File: src/sv/erw_pkg.sv
// Shared types and constants of the efficiency ratio window block.
// Depends on nothing; erw_ctrl, erw_dp and efficiency_ratio_window import it.
package erw_pkg;

    localparam int PRICE_W        = 32;   // width of one price sample
    localparam int PERIOD_W       = 7;    // width of the period register
    localparam int PERIOD_RESET   = 10;   // period after reset
    localparam int MAX_PERIOD_DEF = 64;   // default window capacity in changes
    localparam int FRAC_BITS_DEF  = 16;   // default fraction bits of the ratio

    // Controller to datapath: one strobe per step of an item.
    typedef struct packed {
        logic take;      // latch the accepted price
        logic rd_b;      // read the slot after the write slot
        logic upd;       // capture oldest price, write ring, form new change
        logic sub;       // retire the change leaving the window
        logic add;       // add the new change, advance fill and slot
        logic chk;       // decide saturation, load divider
        logic div_step;  // one restoring divide step
        logic load_out;  // move the ratio into the output register
        logic cfg_wr;    // write the period, empty the window
    } t_cmd;

    // Datapath to controller.
    typedef struct packed {
        logic emit;      // this item produces a ratio
        logic one;       // ratio saturates at 1.0
        logic out_free;  // output register can take a ratio this cycle
    } t_stat;

endpackage

File: src/sv/erw_ram.sv
// Generic simple dual-port RAM: one write port, one read port, registered read.
// Depends on nothing.
module erw_ram #(
    parameter int WIDTH = 32,
    parameter int DEPTH = 65
) (
    input  logic                     i_clk,
    input  logic                     i_we,
    input  logic [$clog2(DEPTH)-1:0] i_waddr,
    input  logic [WIDTH-1:0]         i_wdata,
    input  logic [$clog2(DEPTH)-1:0] i_raddr,
    output logic [WIDTH-1:0]         o_rdata
);

    logic [WIDTH-1:0] r_mem [DEPTH];

    always_ff @(posedge i_clk) begin
        if (i_we) begin
            r_mem[i_waddr] <= i_wdata;
        end
        o_rdata <= r_mem[i_raddr];
    end

endmodule

File: src/sv/erw_ctrl.sv
// Sequencer of the efficiency ratio window: steps one item through
// ring access, sum update, divide and output load. Depends on erw_pkg.
module erw_ctrl import erw_pkg::*; #(
    parameter int FRAC_BITS = FRAC_BITS_DEF
) (
    input  logic  i_clk,
    input  logic  i_rst_n,
    input  logic  i_in_valid,
    output logic  o_in_ready,
    input  logic  i_cfg_valid,
    output logic  o_cfg_ready,
    input  t_stat i_stat,
    output t_cmd  o_cmd
);

    localparam int CW = $clog2(FRAC_BITS);

    typedef enum logic [8:0] {
        S_IDLE = 9'b000000001,
        S_RDA  = 9'b000000010,
        S_RDB  = 9'b000000100,
        S_UPD  = 9'b000001000,
        S_SUB  = 9'b000010000,
        S_ADD  = 9'b000100000,
        S_CHK  = 9'b001000000,
        S_DIV  = 9'b010000000,
        S_OUT  = 9'b100000000
    } t_state;

    t_state        r_state, n_state;
    logic [CW-1:0] r_cnt, n_cnt;

    always_comb begin
        n_state = r_state;
        n_cnt   = r_cnt;
        o_cmd   = '0;
        unique case (r_state)
            S_IDLE: begin
                o_cmd.cfg_wr = i_cfg_valid;
                if (i_in_valid) begin
                    o_cmd.take = 1'b1;
                    n_state    = S_RDA;
                end
            end
            S_RDA: n_state = S_RDB;
            S_RDB: begin
                o_cmd.rd_b = 1'b1;
                n_state    = S_UPD;
            end
            S_UPD: begin
                o_cmd.upd = 1'b1;
                n_state   = S_SUB;
            end
            S_SUB: begin
                o_cmd.sub = 1'b1;
                n_state   = S_ADD;
            end
            S_ADD: begin
                o_cmd.add = 1'b1;
                n_state   = S_CHK;
            end
            S_CHK: begin
                o_cmd.chk = 1'b1;
                n_cnt     = '0;
                priority if (!i_stat.emit) begin
                    n_state = S_IDLE;
                end else if (i_stat.one) begin
                    n_state = S_OUT;
                end else begin
                    n_state = S_DIV;
                end
            end
            S_DIV: begin
                o_cmd.div_step = 1'b1;
                n_cnt          = r_cnt + 1'b1;
                if (r_cnt == CW'(FRAC_BITS - 1)) begin
                    n_state = S_OUT;
                end
            end
            S_OUT: begin
                if (i_stat.out_free) begin
                    o_cmd.load_out = 1'b1;
                    n_state        = S_IDLE;
                end
            end
            default: n_state = S_IDLE;
        endcase
    end

    assign o_in_ready  = (r_state == S_IDLE);
    assign o_cfg_ready = (r_state == S_IDLE);

    always_ff @(posedge i_clk) begin
        if (!i_rst_n) begin
            r_state <= S_IDLE;
            r_cnt   <= '0;
        end else begin
            r_state <= n_state;
            r_cnt   <= n_cnt;
        end
    end

endmodule

File: src/sv/erw_dp.sv
// Datapath of the efficiency ratio window: price ring, path sum, flat run,
// restoring divider and output register. Depends on erw_pkg and erw_ram.
module erw_dp import erw_pkg::*; #(
    parameter int MAX_PERIOD = MAX_PERIOD_DEF,
    parameter int FRAC_BITS  = FRAC_BITS_DEF
) (
    input  logic                i_clk,
    input  logic                i_rst_n,
    input  t_cmd                i_cmd,
    output t_stat               o_stat,
    input  logic [PRICE_W-1:0]  i_price,
    input  logic [PERIOD_W-1:0] i_cfg_data,
    input  logic                i_m_ready,
    output logic                o_m_valid,
    output logic [FRAC_BITS:0]  o_ratio
);

    localparam int DEPTH = MAX_PERIOD + 1;
    localparam int AW    = $clog2(DEPTH);
    localparam int PW    = $clog2(MAX_PERIOD + 2);
    localparam int SUM_W = PRICE_W + $clog2(MAX_PERIOD);
    localparam int RW    = FRAC_BITS + 1;
    localparam logic [RW-1:0] ONE_Q = RW'(1) << FRAC_BITS;

    function automatic logic [PW-1:0] clamp_period(input int v);
        logic [PW-1:0] res;
        if (v < 1) begin
            res = PW'(1);
        end else if (v > MAX_PERIOD) begin
            res = PW'(MAX_PERIOD);
        end else begin
            res = PW'(v);
        end
        return res;
    endfunction

    function automatic logic [PRICE_W-1:0] abs_diff(input logic [PRICE_W-1:0] x,
                                                    input logic [PRICE_W-1:0] y);
        return (x >= y) ? x - y : y - x;
    endfunction

    logic [PW-1:0]        r_p, r_seen, r_flat, n_seen, n_flat, flat_inc;
    logic [AW-1:0]        r_slot, slot_next;
    logic [SUM_W-1:0]     r_sum, n_sum, sum_sub, sum_add, d_old;
    logic [PRICE_W-1:0]   r_price, r_prev, r_a, r_b, r_dnew, r_mag, rd_data;
    logic                 r_emit, r_one, r_m_valid, full;
    logic [SUM_W-1:0]     r_rem;
    logic [SUM_W:0]       rem2;
    logic                 ge;
    logic [FRAC_BITS-1:0] r_quo;
    logic [RW-1:0]        r_ratio;

    assign slot_next = (PW'(r_slot) == r_p) ? '0 : r_slot + 1'b1;
    assign full      = (r_seen > r_p);

    erw_ram #(
        .WIDTH (PRICE_W),
        .DEPTH (DEPTH)
    ) u_ring (
        .i_clk   (i_clk),
        .i_we    (i_cmd.upd),
        .i_waddr (r_slot),
        .i_wdata (r_price),
        .i_raddr (i_cmd.rd_b ? slot_next : r_slot),
        .o_rdata (rd_data)
    );

    // Path sum: retire the leaving change, then add the new one; a flat run of period changes clears the sum.
    always_comb begin
        d_old    = SUM_W'(abs_diff(r_b, r_a));
        sum_sub  = (r_sum >= d_old) ? r_sum - d_old : '0;
        sum_add  = r_sum + SUM_W'(r_dnew);
        flat_inc = (r_flat < r_p) ? r_flat + 1'b1 : r_flat;
        n_sum    = r_sum;
        n_flat   = r_flat;
        n_seen   = full ? r_seen : r_seen + 1'b1;
        if (i_cmd.sub && full) begin
            n_sum = sum_sub;
        end
        if (i_cmd.add && (r_seen != '0)) begin
            n_sum  = sum_add;
            n_flat = (r_dnew == '0) ? flat_inc : '0;
            if ((r_dnew == '0) && (flat_inc >= r_p)) begin
                n_flat = r_p;
                n_sum  = '0;
            end
        end
    end

    // One restoring divide step.
    assign rem2 = {r_rem, 1'b0};
    assign ge   = (rem2 >= {1'b0, r_sum});

    always_ff @(posedge i_clk) begin
        if (!i_rst_n) begin
            r_p       <= clamp_period(PERIOD_RESET);
            r_slot    <= '0;
            r_seen    <= '0;
            r_flat    <= '0;
            r_sum     <= '0;
            r_emit    <= 1'b0;
            r_one     <= 1'b0;
            r_m_valid <= 1'b0;
        end else begin
            if (i_cmd.cfg_wr) begin
                r_p    <= clamp_period(int'(i_cfg_data));
                r_slot <= '0;
                r_seen <= '0;
                r_flat <= '0;
                r_sum  <= '0;
            end else begin
                r_sum  <= n_sum;
                r_flat <= n_flat;
                if (i_cmd.add) begin
                    r_seen <= n_seen;
                    r_slot <= slot_next;
                    r_emit <= (n_seen > r_p);
                end
            end
            if (i_cmd.chk) begin
                r_one <= ({{(SUM_W - PRICE_W){1'b0}}, r_mag} >= r_sum);
            end
            if (i_cmd.load_out) begin
                r_m_valid <= 1'b1;
            end else if (i_m_ready) begin
                r_m_valid <= 1'b0;
            end
        end
    end

    // Payload registers.
    always_ff @(posedge i_clk) begin
        if (i_cmd.take) begin
            r_price <= i_price;
        end
        if (i_cmd.rd_b) begin
            r_a <= rd_data;
        end
        if (i_cmd.upd) begin
            r_b    <= rd_data;
            r_dnew <= abs_diff(r_price, r_prev);
        end
        if (i_cmd.add) begin
            r_prev <= r_price;
            r_mag  <= abs_diff(r_price, r_b);
        end
        if (i_cmd.chk) begin
            r_rem <= SUM_W'(r_mag);
            r_quo <= '0;
        end else if (i_cmd.div_step) begin
            r_rem <= ge ? SUM_W'(rem2 - {1'b0, r_sum}) : SUM_W'(rem2);
            r_quo <= {r_quo[FRAC_BITS-2:0], ge};
        end
        if (i_cmd.load_out) begin
            r_ratio <= r_one ? ONE_Q : {1'b0, r_quo};
        end
    end

    assign o_stat.emit     = r_emit;
    assign o_stat.one      = ({{(SUM_W - PRICE_W){1'b0}}, r_mag} >= r_sum);
    assign o_stat.out_free = !r_m_valid || i_m_ready;
    assign o_m_valid       = r_m_valid;
    assign o_ratio         = r_ratio;

endmodule

File: src/sv/efficiency_ratio_window.sv
// Efficiency ratio window: each price beat on the slave stream enters a ring
// of the last period+1 prices; once the window is full every beat yields one
// ratio |net change| / sum of |one-bar changes| in unsigned Q1.FRAC_BITS,
// saturated at 1.0 (also when the path sum is zero or not above the net
// change). The first period beats after reset or a period write give no
// result. Each item steps through the ring reads and write, sum update and
// saturation check, then the bit-serial restoring divider that produces one
// quotient bit a cycle, and is loaded into the output register; saturated
// ratios skip the divider, items that only fill the window end after the
// check. A finished ratio waits in the output register while the next price
// is accepted. Write the period only while the block is idle; the write
// empties the window. Period 0 acts as 1 and values above MAX_PERIOD act
// as MAX_PERIOD. Depends on erw_pkg, erw_ctrl, erw_dp and erw_ram.
module efficiency_ratio_window import erw_pkg::*; #(
    parameter int MAX_PERIOD = MAX_PERIOD_DEF,
    parameter int FRAC_BITS  = FRAC_BITS_DEF
) (
    input  logic                                 i_clk,
    input  logic                                 i_rst_n,
    // slave stream: tdata[31:0] = price
    input  logic                                 s_axis_tvalid,
    output logic                                 s_axis_tready,
    input  logic [PRICE_W-1:0]                   s_axis_tdata,
    // master stream: tdata[FRAC_BITS:0] = ratio, upper bits zero
    output logic                                 m_axis_tvalid,
    input  logic                                 m_axis_tready,
    output logic [((FRAC_BITS + 8) / 8) * 8-1:0] m_axis_tdata,
    // period register write
    input  logic                                 i_cfg_valid,
    output logic                                 o_cfg_ready,
    input  logic [PERIOD_W-1:0]                  i_cfg_data
);

    localparam int RW     = FRAC_BITS + 1;
    localparam int OUT_TW = ((FRAC_BITS + 8) / 8) * 8;
    localparam logic [RW-1:0] ONE_Q = RW'(1) << FRAC_BITS;

    t_cmd          cmd;
    t_stat         stat;
    logic [RW-1:0] ratio;

    // Sequence one item at a time through the datapath.
    erw_ctrl #(
        .FRAC_BITS (FRAC_BITS)
    ) u_ctrl (
        .i_clk       (i_clk),
        .i_rst_n     (i_rst_n),
        .i_in_valid  (s_axis_tvalid),
        .o_in_ready  (s_axis_tready),
        .i_cfg_valid (i_cfg_valid),
        .o_cfg_ready (o_cfg_ready),
        .i_stat      (stat),
        .o_cmd       (cmd)
    );

    // Hold the ring, sums, divider and output register.
    erw_dp #(
        .MAX_PERIOD (MAX_PERIOD),
        .FRAC_BITS  (FRAC_BITS)
    ) u_dp (
        .i_clk      (i_clk),
        .i_rst_n    (i_rst_n),
        .i_cmd      (cmd),
        .o_stat     (stat),
        .i_price    (s_axis_tdata),
        .i_cfg_data (i_cfg_data),
        .i_m_ready  (m_axis_tready),
        .o_m_valid  (m_axis_tvalid),
        .o_ratio    (ratio)
    );

    // Pad the ratio to whole bytes.
    assign m_axis_tdata = OUT_TW'(ratio);

    // A ratio never exceeds 1.0.
    a_ratio_bound: assert property (@(posedge i_clk) disable iff (!i_rst_n)
        m_axis_tvalid |-> (m_axis_tdata[FRAC_BITS:0] <= ONE_Q))
        else $error("ratio above 1.0");

    // An accepted price keeps the block busy on the following cycle.
    a_busy_after_take: assert property (@(posedge i_clk) disable iff (!i_rst_n)
        (s_axis_tvalid && s_axis_tready) |=> !s_axis_tready)
        else $error("input taken twice in a row");

    // A new result appears only as the end of an item's sequence.
    a_result_from_busy: assert property (@(posedge i_clk) disable iff (!i_rst_n)
        $rose(m_axis_tvalid) |-> $past(!s_axis_tready))
        else $error("result loaded while idle");

    // Configuration is taken only when no item is in flight.
    a_cfg_idle: assert property (@(posedge i_clk) disable iff (!i_rst_n)
        (i_cfg_valid && o_cfg_ready) |-> s_axis_tready)
        else $error("period written during an item");

endmodule
File: config.mk
export PLATFORM = sky130hd
export DESIGN_NAME = efficiency_ratio_window
export DESIGN_NICKNAME = d
export VERILOG_FILES = /design/src/sv/erw_pkg.sv /design/src/sv/erw_ram.sv /design/src/sv/erw_ctrl.sv /design/src/sv/erw_dp.sv /design/src/sv/efficiency_ratio_window.sv
export SDC_FILE = /design/constraint.sdc
export NUM_CORES = 2
export LEC_CHECK = 0
export BUFFER_PORTS_ARGS = -buffer_cell sky130_fd_sc_hd__buf_2
export CAP_MARGIN = 30
export CORE_UTILIZATION = 35
export CTS_CLUSTER_DIAMETER = 100
export DETAILED_ROUTE_END_ITERATION = 6
export SKIP_LAST_GASP = 1
export SLEW_MARGIN = 25
export SYNTH_ARGS = -nofsm -noshare
export SYNTH_HDL_FRONTEND = slang
export SYNTH_SLANG_ARGS = --single-unit
File: constraint.sdc
create_clock -name i_clk -period 5.3 [get_ports i_clk]
set_input_delay 0.53 -clock i_clk [delete_from_list [all_inputs] [get_ports i_clk]]
set_output_delay 0.53 -clock i_clk [all_outputs]
set_load 0.005 [all_outputs]
==> results by group <==
Routing
  • Residual DRC: 0
  • Vias: 70200
  • Detailed Route WL: 348000 um
  • DR vias/cell: 5.63
  • Initial DRC count: 8603
  • Antenna Violating Nets Remaining: 0
  • Wirelength per Cell: 27.9 um
  • First-pass detailed-route iteration total: 6

Setup path
  • CP Buf/Inv Count: 6
  • Worst path max stage delay: 420 ps
  • R2R depth: 29
  • Worst reg2reg setup slack: -650 ps
  • Slowest stage cell on the critical path: edfxtp_1
  • Crit-path leading delay family: compound AO/OA/AOI/OAI gates
  • Worst R2R End: u_dp.r_sum[31]$_SDFFE_PP0P_
  • CP Data Arrival Time: 6660 ps
  • Crit start category: flop
  • R2r startpoint: u_dp.r_b[0]$_DFFE_PP_
  • CP required: 6010 ps
  • Crit path max fanout: 3
  • CP Capture Type: flop
  • CP Class: flop to flop

Cells and area
  • Layout cells sized above 1: 21.9%
  • Finished Layout Cells: 12500
  • Fill count: 28200
  • Final core occ: 41.4%
  • Fin nets: 8523
  • Area Overhead vs Synth: 17.8%

Synthesis
  • Post-synth EDFFs: 2321
  • Mapped Area: 110000 sq um
  • Synthesized area per cell: 14.8 sq um
  • Register area share after synthesis: 66.1%
  • Gate Count Post-Synth: 7378
  • Synthesis Warnings: 0
  • FFs w/ async S/R, synth: 0%
  • #FFs+latches synth: 2457
  • Synth unique cells: 95
  • Top FF cell, synth: edfxtp_1

Run
  • MaxCap Viol Count: 0

GRT
  • Gr usage total: 21.6%
  • Antenna violations before repair: 38
  • Largest net degree at the start of global routing: 68
  • First-pass GRT wire length: 494000 um
  • Vias in the first global route: 68600
  • GRT overflow: 0

Timing
  • Final WS setup: -654 ps
  • Max-slew violations: 0
  • Max_slew headroom: 29.4%
  • Final cycle utilization of the critical path: 112%
  • Worst Skew: 116 ps
  • Final min period: 5950 ps
  • Peak Freq: 168 MHz
  • Slew @ Worst Pin: 1030 ps
  • Final setup vio count: 38
  • RSZ-0062 raised after global routing: yes
  • Final Hold Vio Count: 0

Power and ir drop
  • Cell Int Power: 31.9 mW
  • Logic gate share of total power: 6.4%
  • Net switching power: 9.48 mW
  • Power per Cell Area: 321 nW/um^2
  • Maximum VDD drop: 305 uV
  • Leak: 45.0 nW
  • Clock share of power: 41.0%
  • Seq pwr share: 52.6%
  • Switching part of the total: 22.9%

Worst hold path
  • Hold Path Depth: 3
  • Hold Path End: u_dp.o_m_valid$_SDFFE_PN0P_
  • Hold Path Origin: m_axis_tready
  • Worst min-delay path category: input pin to flop

Floorplan
  • Die area: 315000 sq um
  • Initial core utilization: 35.1%
  • Core Region: 312000 sq um
  • Row Count: 205
  • Die span in x: 561 um
  • IO Count: 71
  • Die height: 561 um

Placed design
  • Placed cells: 11900
  • Post-DP HPWL: 230000 um
  • GPL Wtd Cong: 0.932
  • Dpl ws: -1070 ps
  • Buffers on Ports: 63

Status
  • Violated checks: setup timing
  • Status: complete, but fails checks

Clock tree
  • CTS tree: built
  • Clock Path Buffers: 4
  • Reg clk slew, reported paths: 70 ps
  • Clock tree sinks: 2457
  • # H-tree levels: 4
  • Worst-skew pair later-pin latency: 930 ps
  • Root Driver: clkbuf_16
  • Clock buffer count from CTS: 241
==> state kept, by name, summed over array words and instances (netlist names) <==
signal               cells
u_dp.r_sum              38
u_dp.r_slot              7
u_dp.o_ratio            17
u_dp.r_seen              7
u_ctrl.r_cnt             4
u_dp.r_a                32
u_dp.r_mag              32
u_dp.r_one               1
u_dp.r_rem              38
u_dp.o_m_valid           1
u_dp.r_emit              1
u_dp.r_prev             32
u_dp.r_flat              7
u_dp.r_price            32
u_ctrl.r_state           9
u_dp.u_ring.o_rdata     32
u_dp.r_p                 7
u_dp.r_dnew             32
u_dp.u_ring.r_mem     2080
u_dp.r_b                32
u_dp.r_quo              16
==> Yosys cell counts, types with 10 or more instances <==
cell       count  area share (%)
edfxtp_1    2321              64
nand2_1      702             2.4
a21oi_1      443             2.0
mux4_2       427             8.8
ha_1         355             4.1
nor2_1       349             1.2
clkbuf_1     258            0.88
inv_1        252            0.86
o21ai_0      241             1.1
a21o_1       186             1.3
nand3_1      171            0.78
dfxtp_1      136             2.5
xnor2_1      135             1.1
o22ai_1      126            0.72
nand4_1       93            0.53
nor2b_1       75            0.43
nor3_1        75            0.34
xor2_1        69            0.55
a31oi_1       67            0.38
o21bai_1      65            0.45
a211oi_1      64            0.44
a311oi_1      59            0.47
a2111oi_0     49            0.39
buf_4         49            0.34
mux2i_1       45            0.41
nand2b_1      40            0.23
a221oi_1      39            0.31
buf_2         35            0.16
o21a_1        33            0.23
buf_1         32            0.11
o21ai_1       30            0.14
and2_1        26            0.15
a22oi_1       25            0.17
nor4_1        23            0.13
o31ai_1       23            0.16
a22o_1        18            0.14
and3_1        18            0.10
or3_1         15           0.086
a41oi_1       14            0.11
nor3b_1       14           0.096
o211ai_1      14           0.096
a311o_1       11            0.10
mux2_2        11            0.11
a31o_2        10           0.080
buf_6         10            0.10
==> kinds of logic after synthesis <==
logic type / synth area share [%]
buffers and inverters: 2.46
AO/OA/AOI/OAI: 9.39
flip-flops: 66.1
other: 0.00342
XOR/XNOR: 1.63
multiplexers: 9.33
adder cells (fa/ha/maj): 4.22
AND/OR/NAND/NOR: 6.85
==> cells in the final DEF (no fill, tap or decap), types with 71 or more instances in the layout <==
cell,synthesis,final
o21ai_0,241,228
nor2_4,0,71
nand3_1,171,169
o22ai_1,126,124
a21o_1,186,185
inv_1,252,248
nand4_1,93,93
clkbuf_16,0,243
xnor2_1,135,132
ha_1,355,352
edfxtp_1,2321,2321
nor2b_1,75,75
buf_4,49,713
dfxtp_1,136,136
nor2_1,349,274
mux4_2,427,427
nand2_1,702,696
a21oi_1,443,430
==> cell type report <==
class	instances	area (sq um)	share of cell area, %
diodes	8	20.0	0.0155
multi-input cells	4289	35600	27.6
well taps	4140	5180	4.01
flip-flops and latches	2457	72400	56.1
repair buffers	872	7140	5.53
clock buffers	315	6410	4.97
inverters	254	956	0.741
clock inverters	124	1280	0.991
==> layer usage <==
metal	GRT usage, %	up-vias	routed length, um
met1	29.4	35900	141000
met4	7.47	6	13200
met5	0	-	35
met3	3.27	546	29600
li1	-	30300	-
met2	35.2	3361	164000
==> power by group through the flow <==
| stage | Clock, mW | Sequential [mW] | Combinational (mW) |
|---|---|---|---|
| 6_report | 17.0 | 21.8 | 2.65 |
| 5_1_grt | 17.9 | 21.8 | 2.78 |
| 4_1_cts | 17.2 | 21.8 | 2.61 |
| 3_5_place_dp | 0 | 22.2 | 2.58 |
| 3_3_place_gp | 0 | 22.2 | 2.53 |
| 2_1_floorplan | 0 | 22.4 | 1.00 |
==> worst max-delay path by stage <==
stage	cells after the start	slack, ps	end	start
after floorplan	27	-50	u_dp.r_sum[2]$_SDFFE_PP0P_	u_dp.r_b[0]$_DFFE_PP_
after global placement	28	-1050	u_dp.r_sum[32]$_SDFFE_PP0P_	u_dp.r_b[0]$_DFFE_PP_
after detailed placement	28	-1070	u_dp.r_sum[32]$_SDFFE_PP0P_	u_dp.r_b[0]$_DFFE_PP_
after CTS	30	-690	u_dp.r_sum[8]$_SDFFE_PP0P_	u_dp.r_b[0]$_DFFE_PP_
after global routing	28	-920	u_dp.r_sum[31]$_SDFFE_PP0P_	u_dp.r_b[0]$_DFFE_PP_
final	29	-650	u_dp.r_sum[31]$_SDFFE_PP0P_	u_dp.r_b[0]$_DFFE_PP_
==> stage by stage <==
stage | setup TNS (ps) | power, mW | area (sq um) | hold slack [ps]
finish | -18920 | 41.4 | 129000 | 67.6
detailed placement | -32040 | 24.8 | 120000 | 411
global route | -30230 | 42.5 | 129000 | 77.7
CTS | -22560 | 41.6 | 129000 | 8.89
global placement | -32160 | 24.7 | 120000 | 409
floorplan | -476 | 23.4 | 110000 | 404
==> repair_timing <==
item | 4_1_cts | 5_1_grt
endpoints found under the hold margin | 35 | 0
hold buffers | 34 | 0
setup endpoints to repair | 38 | 38
pin swaps | 43 | 54
resized for setup | 79 | 46
setup buffers | 25 | 10
gates cloned | 2 | 1
==> worst min-delay path, delay by kind of cell <==
family | cells | cell delay, ps
AOI/OAI and AO/OA | 1 | 90
buffers and inverters | 1 | 90
and+or+nand+nor | 1 | 140
Note: power is estimated with default switching activity, not from simulation.
